===== src/rtl/assert_macros.svh =====
// Assertion helpers shared by the RTL files.
`ifndef ASSERT_MACROS_SVH
`define ASSERT_MACROS_SVH

`ifndef NO_ASSERTIONS

// Property that must hold at every clock edge outside reset.
`define ASSERT_ALWAYS(lbl, clk, rst_n, prop, msg) \
    lbl: assert property (@(posedge clk) disable iff (!rst_n) (prop)) else $error(msg);

// Antecedent in this cycle implies consequent in the next cycle.
`define ASSERT_NEXT(lbl, clk, rst_n, ante, cons, msg) \
    lbl: assert property (@(posedge clk) disable iff (!rst_n) (ante) |=> (cons)) else $error(msg);

`else

`define ASSERT_ALWAYS(lbl, clk, rst_n, prop, msg)
`define ASSERT_NEXT(lbl, clk, rst_n, ante, cons, msg)

`endif

`endif


===== src/rtl/rpn_pkg.sv =====
package rpn_pkg;

    localparam int STACK_DEPTH = 16;
    localparam int CNT_W       = $clog2(STACK_DEPTH + 1);
    localparam int ADDR_W      = (STACK_DEPTH > 2) ? $clog2(STACK_DEPTH) : 1;
    localparam int DATA_W      = 32;

    localparam logic [2:0] OP_PUSH   = 3'd0;
    localparam logic [2:0] OP_ADD    = 3'd1;
    localparam logic [2:0] OP_SUB    = 3'd2;
    localparam logic [2:0] OP_MUL    = 3'd3;
    localparam logic [2:0] OP_FINISH = 3'd4;

    localparam logic [2:0] ST_ACCEPTED = 3'd0;
    localparam logic [2:0] ST_OK       = 3'd1;
    localparam logic [2:0] ST_LEFTOVER = 3'd2;
    localparam logic [2:0] ST_FAILED   = 3'd3;
    localparam logic [2:0] ST_OVERFLOW = 3'd4;

    typedef struct packed {
        logic [2:0]               operation;
        logic signed [DATA_W-1:0] operand_value;
    } cmd_t;

    typedef struct packed {
        logic signed [DATA_W-1:0] top_value;
        logic                     top_invalid;
        logic [4:0]               stack_depth;
        logic [2:0]               status;
    } res_t;

    // One stack entry: invalid mark plus Q16.16 value.
    typedef struct packed {
        logic                     inv;
        logic signed [DATA_W-1:0] val;
    } entry_t;

endpackage


===== src/rtl/rpn_ram.sv =====
module rpn_ram #(
    parameter int WIDTH = 8,
    parameter int DEPTH = 16,
    parameter int AW    = (DEPTH > 1) ? $clog2(DEPTH) : 1
) (
    input  logic             clk,
    input  logic             we,
    input  logic [AW-1:0]    waddr,
    input  logic [WIDTH-1:0] wdata,
    input  logic [AW-1:0]    raddr,
    output logic [WIDTH-1:0] rdata
);

    logic [WIDTH-1:0] mem [DEPTH];
    logic [WIDTH-1:0] rdata_reg;

    // Read-first: a same-address write is not visible until the next read.
    always_ff @(posedge clk)
    begin
        if (we)
        begin
            mem[waddr] <= wdata;
        end
        rdata_reg <= mem[raddr];
    end

    assign rdata = rdata_reg;

endmodule


===== src/rtl/rpn_alu.sv =====
module rpn_alu
    import rpn_pkg::*;
(
    input  logic [2:0]               op,
    input  logic signed [DATA_W-1:0] x,   // top
    input  logic signed [DATA_W-1:0] y,   // second
    output logic signed [DATA_W-1:0] result
);

    localparam logic signed [DATA_W-1:0] SAT_MAX = {1'b0, {(DATA_W-1){1'b1}}};
    localparam logic signed [DATA_W-1:0] SAT_MIN = {1'b1, {(DATA_W-1){1'b0}}};

    logic signed [DATA_W:0]     sum;
    logic signed [2*DATA_W-1:0] prod;
    logic signed [2*DATA_W-1:0] rnd;
    logic signed [2*DATA_W-1:0] q;
    logic                       q_fits;
    logic signed [DATA_W-1:0]   add_sat;
    logic signed [DATA_W-1:0]   mul_sat;

    always_comb
    begin
        if (op == OP_SUB)
        begin
            sum = {y[DATA_W-1], y} - {x[DATA_W-1], x};
        end
        else
        begin
            sum = {y[DATA_W-1], y} + {x[DATA_W-1], x};
        end

        if (sum[DATA_W] != sum[DATA_W-1])
        begin
            add_sat = sum[DATA_W] ? SAT_MIN : SAT_MAX;
        end
        else
        begin
            add_sat = sum[DATA_W-1:0];
        end

        // Round to nearest, ties up, then floor shift by 16.
        prod   = (2*DATA_W)'(x) * (2*DATA_W)'(y);
        rnd    = prod + (2*DATA_W)'(32768);
        q      = rnd >>> 16;
        q_fits = (q[2*DATA_W-1:DATA_W-1] == {(DATA_W+1){1'b0}})
              || (q[2*DATA_W-1:DATA_W-1] == {(DATA_W+1){1'b1}});
        if (q_fits)
        begin
            mul_sat = q[DATA_W-1:0];
        end
        else
        begin
            mul_sat = q[2*DATA_W-1] ? SAT_MIN : SAT_MAX;
        end

        result = (op == OP_MUL) ? mul_sat : add_sat;
    end

endmodule


===== src/rtl/rpn_stack_evaluator_top.sv =====
// Channel | Handshake              | Payload (rpn_pkg)  | Direction
// cmd     | cmd_valid / cmd_ready  | cmd_t: op, value   | into block
// res     | res_valid / res_ready  | res_t: top, status | out of block
//
// One transaction in, one transaction out, one per clock when res is not stalled.
// Result appears in the output register the cycle after the command is taken.
// Top and second entries live in registers; deeper entries live in one RAM whose
// next-to-pop entry is prefetched every cycle, with a forward path for spill writes.
// Async active-low reset clears the count, overflow flag, forward flag and output valid; no RAM clear.
// cmd_ready drops only while a result waits and res_ready is low.
`include "assert_macros.svh"

module rpn_stack_evaluator_top
    import rpn_pkg::*;
(
    input  logic clk,
    input  logic rst_n,
    input  logic cmd_valid,
    output logic cmd_ready,
    input  cmd_t cmd,
    output logic res_valid,
    input  logic res_ready,
    output res_t res
);

    // Stack state: count, two register-held entries, overflow flag
    logic [CNT_W-1:0] cnt_reg, cnt_next;
    entry_t           top_reg, top_next;
    entry_t           nos_reg, nos_next;
    logic             ovf_reg, ovf_next;

    // RAM holds entries 0 .. cnt-3; read port is aimed at entry cnt-3
    logic             mem_we;
    logic [ADDR_W-1:0] mem_waddr;
    logic [ADDR_W-1:0] mem_raddr;
    entry_t           mem_rdata;
    logic             fwd_reg, fwd_next;
    entry_t           fwd_data_reg;
    entry_t           third;

    // Output register
    logic             res_valid_reg;
    res_t             res_reg, res_next;

    logic             accept;
    logic signed [DATA_W-1:0] alu_out;
    logic             bin_inv;
    logic [CNT_W-1:0] rd_idx;

    assign cmd_ready = !res_valid_reg || res_ready;
    assign accept    = cmd_valid && cmd_ready;
    assign res_valid = res_valid_reg;
    assign res       = res_reg;

    // Third entry: RAM read, or the spill that was written into that slot last cycle
    assign third = fwd_reg ? fwd_data_reg : mem_rdata;

    rpn_alu u_alu (
        .op     (cmd.operation),
        .x      (top_reg.val),
        .y      (nos_reg.val),
        .result (alu_out)
    );

    rpn_ram #(
        .WIDTH ($bits(entry_t)),
        .DEPTH (STACK_DEPTH),
        .AW    (ADDR_W)
    ) u_stack_ram (
        .clk   (clk),
        .we    (mem_we),
        .waddr (mem_waddr),
        .wdata (nos_reg),
        .raddr (mem_raddr),
        .rdata (mem_rdata)
    );

    always_comb
    begin
        cnt_next  = cnt_reg;
        top_next  = top_reg;
        nos_next  = nos_reg;
        ovf_next  = ovf_reg;
        mem_we    = 1'b0;
        mem_waddr = ADDR_W'(cnt_reg - CNT_W'(2));
        bin_inv   = top_reg.inv || nos_reg.inv;
        res_next  = res_reg;

        if (accept)
        begin
            case (cmd.operation)
                OP_PUSH:
                begin
                    if (cnt_reg < CNT_W'(STACK_DEPTH))
                    begin
                        // Spill second entry into RAM once two are held
                        mem_we       = (cnt_reg >= CNT_W'(2));
                        nos_next     = top_reg;
                        top_next.val = cmd.operand_value;
                        top_next.inv = 1'b0;
                        cnt_next     = cnt_reg + CNT_W'(1);
                    end
                    else
                    begin
                        ovf_next = 1'b1;
                    end
                end
                OP_ADD, OP_SUB, OP_MUL:
                begin
                    if (cnt_reg >= CNT_W'(2))
                    begin
                        top_next.inv = bin_inv;
                        top_next.val = bin_inv ? '0 : alu_out;
                        nos_next     = third;
                        cnt_next     = cnt_reg - CNT_W'(1);
                    end
                    else
                    begin
                        // Too few operands: top becomes (or is pushed as) invalid
                        top_next.inv = 1'b1;
                        top_next.val = '0;
                        cnt_next     = CNT_W'(1);
                    end
                end
                OP_FINISH:
                begin
                    cnt_next = '0;
                    ovf_next = 1'b0;
                end
                default:
                begin
                end
            endcase

            if (cmd.operation == OP_FINISH)
            begin
                res_next.top_invalid = (cnt_reg == '0) || top_reg.inv;
                res_next.top_value   = res_next.top_invalid ? '0 : top_reg.val;
                res_next.stack_depth = '0;
                if (ovf_reg)
                begin
                    res_next.status = ST_OVERFLOW;
                end
                else if (cnt_reg >= CNT_W'(2))
                begin
                    res_next.status = ST_LEFTOVER;
                end
                else if (res_next.top_invalid)
                begin
                    res_next.status = ST_FAILED;
                end
                else
                begin
                    res_next.status = ST_OK;
                end
            end
            else
            begin
                res_next.top_invalid = (cnt_next == '0) || top_next.inv;
                res_next.top_value   = res_next.top_invalid ? '0 : top_next.val;
                res_next.stack_depth = 5'(cnt_next);
                res_next.status      = ovf_next ? ST_OVERFLOW : ST_ACCEPTED;
            end
        end

        // Prefetch the entry that becomes second after the next pop
        rd_idx    = cnt_next - CNT_W'(3);
        mem_raddr = ADDR_W'(rd_idx);
        // A spill always lands on the slot just prefetched
        fwd_next  = mem_we;
    end

    always_ff @(posedge clk or negedge rst_n)
    begin
        if (!rst_n)
        begin
            cnt_reg       <= '0;
            ovf_reg       <= 1'b0;
            fwd_reg       <= 1'b0;
            res_valid_reg <= 1'b0;
        end
        else
        begin
            cnt_reg <= cnt_next;
            ovf_reg <= ovf_next;
            fwd_reg <= fwd_next;
            if (accept)
            begin
                res_valid_reg <= 1'b1;
            end
            else if (res_ready)
            begin
                res_valid_reg <= 1'b0;
            end
        end
    end

    always_ff @(posedge clk)
    begin
        top_reg      <= top_next;
        nos_reg      <= nos_next;
        fwd_data_reg <= nos_reg;
        res_reg      <= res_next;
    end

    `ASSERT_ALWAYS(a_cnt_bound, clk, rst_n, cnt_reg <= CNT_W'(STACK_DEPTH), "count beyond depth")
    `ASSERT_ALWAYS(a_fwd_deep, clk, rst_n, !fwd_reg || (cnt_reg >= CNT_W'(3)), "forward without RAM entry")
    `ASSERT_NEXT(a_finish_clears, clk, rst_n, accept && (cmd.operation == OP_FINISH), (cnt_reg == '0) && !ovf_reg, "finish left state")
    `ASSERT_NEXT(a_accept_result, clk, rst_n, accept, res_valid, "accepted command gave no result")

endmodule


===== config.mk =====
export PLATFORM = sky130hd
export DESIGN_NAME = rpn_stack_evaluator_top
export DESIGN_NICKNAME = d
export VERILOG_FILES = /design/src/rtl/rpn_pkg.sv /design/src/rtl/rpn_ram.sv /design/src/rtl/rpn_alu.sv /design/src/rtl/rpn_stack_evaluator_top.sv
export VERILOG_INCLUDE_DIRS = /design/src /design/src/rtl
export SDC_FILE = /design/constraint.sdc
export NUM_CORES = 2
export LEC_CHECK = 0
export BUFFER_PORTS_ARGS = -buffer_cell sky130_fd_sc_hd__buf_2
export CAP_MARGIN = 15
export CORE_AREA = 4 4 355 357
export CTS_CLUSTER_SIZE = 25
export DETAILED_ROUTE_END_ITERATION = 10
export DIE_AREA = 0 0 359 361
export GPL_TIMING_DRIVEN = 0
export PLACE_DENSITY = 0.73
export SYNTH_ARGS = -nofsm -noshare
export SYNTH_HDL_FRONTEND = slang
export SYNTH_SLANG_ARGS = --single-unit

===== constraint.sdc =====
create_clock -name clk -period 23.3 [get_ports clk]
set_clock_uncertainty 0.05 [all_clocks]
set_input_delay 4.66 -clock clk [delete_from_list [all_inputs] [get_ports clk]]
set_output_delay 4.66 -clock clk [all_outputs]
set_load 0.02 [all_outputs]

After elaboration in Yosys (flattened, before gate mapping)
Memories as Yosys holds them, arrays and structs flattened. A register that Yosys moved wholly into a read port is not among the register bits.
Cells that the tools add are included.
{"block": "op_classes", "n_eq_ne": 8, "order_cmp": 2, "mul": 1, "n_mux": 37, "addsub": 7, "reduce_logical": 15}
{"cell": "$mux W32", "n": 8}
{"cell": "$mux W33", "n": 7}
{"cell": "$pmux W33 S2", "n": 2}
{"cell": "$add A64 B17 Y64 const B", "n": 1}
{"cell": "$mul A32 B32 Y64", "n": 1}
{"cell": "$mux W41", "n": 1}
{"cell": "$add A32 B32 Y33", "n": 1}
{"cell": "$eq A33 B33 Y1 const B", "n": 1}
{"cell": "$logic_not A33 Y1", "n": 1}
{"cell": "$sub A32 B32 Y33", "n": 1}
{"cell": "$mux W5", "n": 4}
{"cell": "$pmux W5 S3", "n": 1}
{"cell": "$logic_not A5 Y1", "n": 2}
{"cell": "$mux W1", "n": 9}
{"cell": "$sub A4 B2 Y4 const B", "n": 2}
{"cell": "$eq A3 B2 Y1 const B", "n": 2}
{"cell": "$mux W3", "n": 2}
{"cell": "$add A5 B1 Y5 const B", "n": 1}
{"cell": "$ge A5 B2 Y1 const B", "n": 1}
{"cell": "$logic_or A1 B1 Y1", "n": 5}
{"cell": "$lt A5 B5 Y1 const B", "n": 1}
{"cell": "$sub A5 B1 Y5 const B", "n": 1}
{"cell": "$mux W2", "n": 2}
{"cell": "$ne A2 B2 Y1 const B", "n": 2}
{"cell": "other kinds (10)", "n": 11}
{"block": "word_totals", "regBits": 148, "in_bits": 39, "wordCells": 85, "out_inout_bits": 43, "mem_bits_rw": 528, "n_memories": 1}
{"memory": "u_stack_ram.mem", "depth": 16, "word_bits": 33, "read_ports": 1, "rd_clocked_by_memory_dff": 1, "wr": 1, "line_no": "rpn_ram.sv:14", "text": "logic [WIDTH-1:0] mem [DEPTH];"}

Depth between registers and ports, before layout
{"block": "depth", "depth_word": 13, "depth_mapped": 34, "depth_no_buf": 29}

By module
From an unflattened synthesis, not the netlist that was laid out.
{"block": "unflattened", "hier_cells": 5819, "hier_area_um2": 66506.3}
{"mod": "rpn_alu", "cells_per_inst": 4396, "instances": 1, "area_each_um2": 39385.3, "seq_area_each_um2": 0.0}
{"mod": "rpn_ram", "cells_per_inst": 864, "instances": 1, "area_each_um2": 20631.0, "seq_area_each_um2": 16515.8}
{"mod": "rpn_stack_evaluator_top", "cells_per_inst": 559, "instances": 1, "area_each_um2": 6490.0, "seq_area_each_um2": 4073.9}

Worst setup path before layout
OpenSTA, ideal clock, no wires.
{"block": "synth_timing", "path_kind": "in2reg", "startpoint": "in res_ready", "endpoint": "reg u_stack_ram.rdata_reg[18], in the netlist u_stack_ram.rdata[18] (read register of u_stack_ram.mem)", "required_time_ns": 23.118, "path_buffers": 5, "arrival_ns": 10.391, "path_slack_ns": 12.727, "path_stages": 13, "setup_ns": 0.132, "path_cell_list": "nand2b_1 > nand2_1 > clkinv_1 > o21ai_1 > clkbuf_1 > buf_2 > ha_1 > clkbuf_1 > clkbuf_1 > clkbuf_1 > mux4_2 > a211oi_1 > a21oi_1"}
{"block": "synth_via", "elab_chain_cells": 4}
{"element": "from (decl)", "line_no": "rpn_stack_evaluator_top.sv:22", "text": "input logic res_ready,"}
{"element": "$logic_or A1 B1 Y1", "line_no": "rpn_stack_evaluator_top.sv:50", "text": "assign cmd_ready = !res_valid_reg || res_ready;"}
{"element": "$logic_and A1 B1 Y1", "line_no": "rpn_stack_evaluator_top.sv:51", "text": "assign accept = cmd_valid && cmd_ready;"}
{"element": "via accept", "line_no": "rpn_stack_evaluator_top.sv:45", "text": "logic accept;"}
{"element": "$mux W5", "line_no": "rpn_stack_evaluator_top.sv:89", "text": "if (accept)"}
{"element": "via cnt_next[0]", "line_no": "rpn_stack_evaluator_top.sv:27", "text": "logic [CNT_W-1:0] cnt_reg, cnt_next;"}
{"element": "$sub A4 B2 Y4", "line_no": "rpn_stack_evaluator_top.sv:167", "text": "rd_idx = cnt_next - CNT_W'(3);"}
{"element": "to (decl)", "line_no": "rpn_ram.sv:15", "text": "logic [WIDTH-1:0] rdata_reg;"}
The timed path passes the listed nets, and every way through them passes these cells.
A chain may end at the register's enable or synchronous reset.

Worst setup path after layout
{"block": "layout_timing", "startpoint": "reg top_reg[31] (netlist name)", "endpoint": "reg top_reg[16] (netlist name), data pin"}
{"block": "layout_via", "elab_chain_cells": 10, "word_cells_on_any_way": 18, "classes_between": "add/sub (3); mul (1); eq/ne (2); mux (10); reduce/logical (2)"}
{"element": "from (decl)", "line_no": "rpn_stack_evaluator_top.sv:28", "text": "entry_t top_reg, top_next;"}
{"element": "from (signal assigned)", "line_no": "rpn_stack_evaluator_top.sv:200", "text": "top_reg <= top_next;"}
{"element": "$mul A32 B32 Y64", "line_no": "rpn_alu.sv:42", "text": "prod = (2*DATA_W)'(x) * (2*DATA_W)'(y);"}
{"element": "$add A64 B17 Y64", "line_no": "rpn_alu.sv:43", "text": "rnd = prod + (2*DATA_W)'(32768);"}
{"element": "$eq A33 B33 Y1 / $logic_not A33 Y1 (equally long branches)", "line_no": "rpn_alu.sv:46, rpn_alu.sv:45"}
{"element": "$logic_or A1 B1 Y1", "line_no": "rpn_alu.sv:46", "text": "|| (q[2*DATA_W-1:DATA_W-1] == {(DATA_W+1){1'b1}});"}
{"element": "$mux W32", "line_no": "rpn_alu.sv:47", "text": "if (q_fits)"}
{"element": "$mux W32 *", "line_no": "rpn_alu.sv:56", "text": "result = (op == OP_MUL) ? mul_sat : add_sat;"}
{"element": "$mux W32 *", "line_no": "rpn_stack_evaluator_top.sv:113", "text": "top_next.val = bin_inv ? '0 : alu_out;"}
{"element": "$mux W33 *", "line_no": "rpn_stack_evaluator_top.sv:110", "text": "if (cnt_reg >= CNT_W'(2))"}
{"element": "$pmux W33 S2 *", "line_no": "rpn_stack_evaluator_top.sv:91", "text": "case (cmd.operation)"}
{"element": "$mux W33 *", "line_no": "rpn_stack_evaluator_top.sv:89"}
Mark *: on every way between the ends. The rest lies on a longest branch, timed or not. The select of a mux whose other input is x is not followed.

==> results.md <==
- Worst-path clk slew: 0.06 ns
- Layout cells sized above 1: 0.0713
- Area Overhead vs Synth: 8.98%
- TNS Setup: 0 ns
- Library cells used by synthesis: 94
- Count leader, synth: fa_1
- Net count reported at finish: 7531
- Fillcell total: 10116
- Vert. Die Dim: 361 um
- Setup violations, final: 0
- Final period util: 0.569
- Cts bufs inserted: 71
- Core Area: 0.123 mm2
- Tot GR Track Use: 0.385
- Initial antenna violation count: 19
- Worst-Skew Late Latency: 0.65 ns
- H-tree depth: 3
- RSZ-0062 raised after global routing: no
- Final Max Slew Viols: 0
- Standard-cell row count: 129
- Hold WC Path Type: reg -> reg
- Synth warn: 0
- Starting density of the core: 0.548
- CP Data Arrival Time: 13.60 ns
- Final setup margin: 10.03 ns
- Yosys reg bits: 709
- Post-synth top area share: 0.322
- Detailed Routing Iterations Pass 1: 6
- Mapped Nets: 7318
- Post-CTS Resized: 0
- Post-synthesis sequential area ratio: 0.306
- Largest net degree at the start of global routing: 53
- Syn Inst Count: 5974
- Min Tclk post-route: 13.27 ns
- Final Hold Fails: 0
- Final ANT Viol Nets: 0
- Stages on worst setup path: 30
- Worst r2r src: top_reg[31]
- Width of the die: 359 um
- Remaining design rule violation count: 0
- Worst R2R Path Depth: 30
- Mapped Area: 0.0673 mm2
- FF/Latch Area: 0.0206 mm2
- # hold bufs at CTS: 0
- Clk root buf: clkbuf_16
- GPL Wtd Cong: 1.04
- CP max stage cell: fa_1
- Synth area leader: fa_1
- Crit Path Category: reg -> reg
- Post-Syn Area per Cell: 11.3 um2
- CP most frequent cell: fa_1
- Hold_sp: res_valid
- Deepest clock path buffer count: 3
- CTS tree: done
- Global-route wire length before repair: 359000 um
- Die ar.: 0.130 mm2
- Critical path buffers and inverters: 9
- Synth Flop Type: edfxtp_1
- I/O pins: 82
- Synth area leaders: fa_1 32%, edfxtp_1 28%, inv_1 5.3%
- Post-synth top cells: 1083 x fa_1, 945 x inv_1, 679 x nand2_1
- Post-synth EDFFs: 635
- CP Launch Point: top_reg[31]
- Clk sinks: 709
- Vias in the first global route: 51539
- WL/cell: 31.3 um
- Crit. End Element: flop
- DRT Wirelength: 248000 um
- Worst Hold Depth: 2
- F_max: 75.4 MHz
- CP top delay family: adder cells
- Worst Path Max Fanout: 10
- Post-CTS Setup Inserts: 0
- Max-cap violation count: 0
- Status: complete, no violations
- Port Buffer Count: 80
- Routed vias/inst: 6.27
- Worst setup SP type: flop
- Crit-path max cell delay: 0.94 ns
- Number of DRC markers in iteration 0: 5998
- Post-DP Area: 0.0708 mm2
- Fin area: 0.0734 mm2
- Async SR Flop Fraction: 0.0113
- Worst EP required: 23.63 ns
- Number of flip-flops under the largest register name: 528
- Detailed Place HPWL: 193000 um
- Final Non-Filler Cells: 7905
- Via count: 49599
- Pre-CTS setup slack: 10.35 ns
- Inst Count DP: 7734
- Slew @ Worst Pin: 1.36 ns
- Area of the multi-input gates: 0.0420 mm2
- Max_slew headroom: 0.0943
- Remaining global-route overflow: 0
-- layout make-up --
cell class | instances | area share
Multi-Input combinational cell | 3963 | 0.572
Sequential cell | 709 | 0.281
Inverter | 946 | 0.0484
Tap cell | 1637 | 0.0279
Clock buffer | 102 | 0.0268
Timing Repair Buffer | 140 | 0.0209
Buffer | 356 | 0.0189
Clock inverter | 29 | 0.00413
Antenna cell | 23 | 0.000784
-- per-stage QoR --
| stage | util | hold slack, ns |
|---|---|---|
| after CTS | 0.594 | 0.508 |
| after detailed placement | 0.576 | 0.487 |
| after global routing | 0.596 | 0.548 |
| final | 0.597 | 0.516 |
| after global placement | 0.567 | 0.462 |
| after floorplan | - | 0.481 |
-- worst reg2reg max path: cells and delay by family (launching register included) --
family	cells	cell delay [ns]
adders and majority gates	9	5.38
buffers and inverters	9	3.85
AOI/OAI and AO/OA	9	2.47
and+or+nand+nor	2	0.55
xor gates and xnor gates	1	0.37
DFF	1	0.34
-- cell families after synthesis --
logic type,after synthesis,synth area share
fa+ha+maj,1305,0.363
buf+inv,1302,0.0733
xor+xnor,111,0.0144
flops,709,0.306
compound gates,672,0.0651
simple gates,1672,0.124
mux,203,0.0547
-- cells in the final DEF (no fill, tap or decap), drive strengths merged, types with 17 or more instances in the layout --
cell | Yosys | layout
xor2 | 44 | 44
fa | 1083 | 1083
a211oi | 50 | 50
dfxtp | 66 | 66
a22oi | 28 | 28
buf | 53 | 192
nand3 | 29 | 29
o21a | 20 | 20
clkbuf | 303 | 406
o31ai | 19 | 19
o21ai | 165 | 165
a21oi | 172 | 172
a21o | 39 | 39
mux2i | 69 | 69
edfxtp | 635 | 635
nor2 | 193 | 193
o21bai | 18 | 18
mux4 | 132 | 132
a31oi | 26 | 26
nor3 | 50 | 50
inv | 945 | 949
and2 | 519 | 519
xnor2 | 67 | 67
o211ai | 18 | 18
clkinv | 1 | 22
nand2b | 17 | 17
diode | 0 | 23
nand2 | 679 | 679
nor4 | 25 | 25
nand4 | 33 | 33
ha | 222 | 222
nor2b | 40 | 40
and3 | 26 | 26
-- routing by layer --
| layer | vias up | part of all wire | global-route usage |
|---|---|---|---|
| met3 | 867 | 0.11 | 0.0930 |
| met5 | - | 0.00054 | 0.00545 |
| met2 | 3422 | 0.46 | 0.597 |
| met1 | 25429 | 0.35 | 0.485 |
| li1 | 19875 | - | - |
| met4 | 6 | 0.083 | 0.258 |
-- worst paths after layout --
| check | end | slack [ns] |
|---|---|---|
| setup / recovery | top_reg[16] | 10.03 |
| hold / removal | res_valid | 0.52 |
| setup reg to reg | top_reg[16] | 10.03 |
| hold reg to reg | res_valid | 0.52 |
| max in group asynchronous | cnt_reg[3] | 19.19 |
| min in group asynchronous | res_valid | 3.82 |
Power is left out: the tool's default activity adds up to more than one toggle a clock period on the data nets, which glitch-free logic cannot reach.
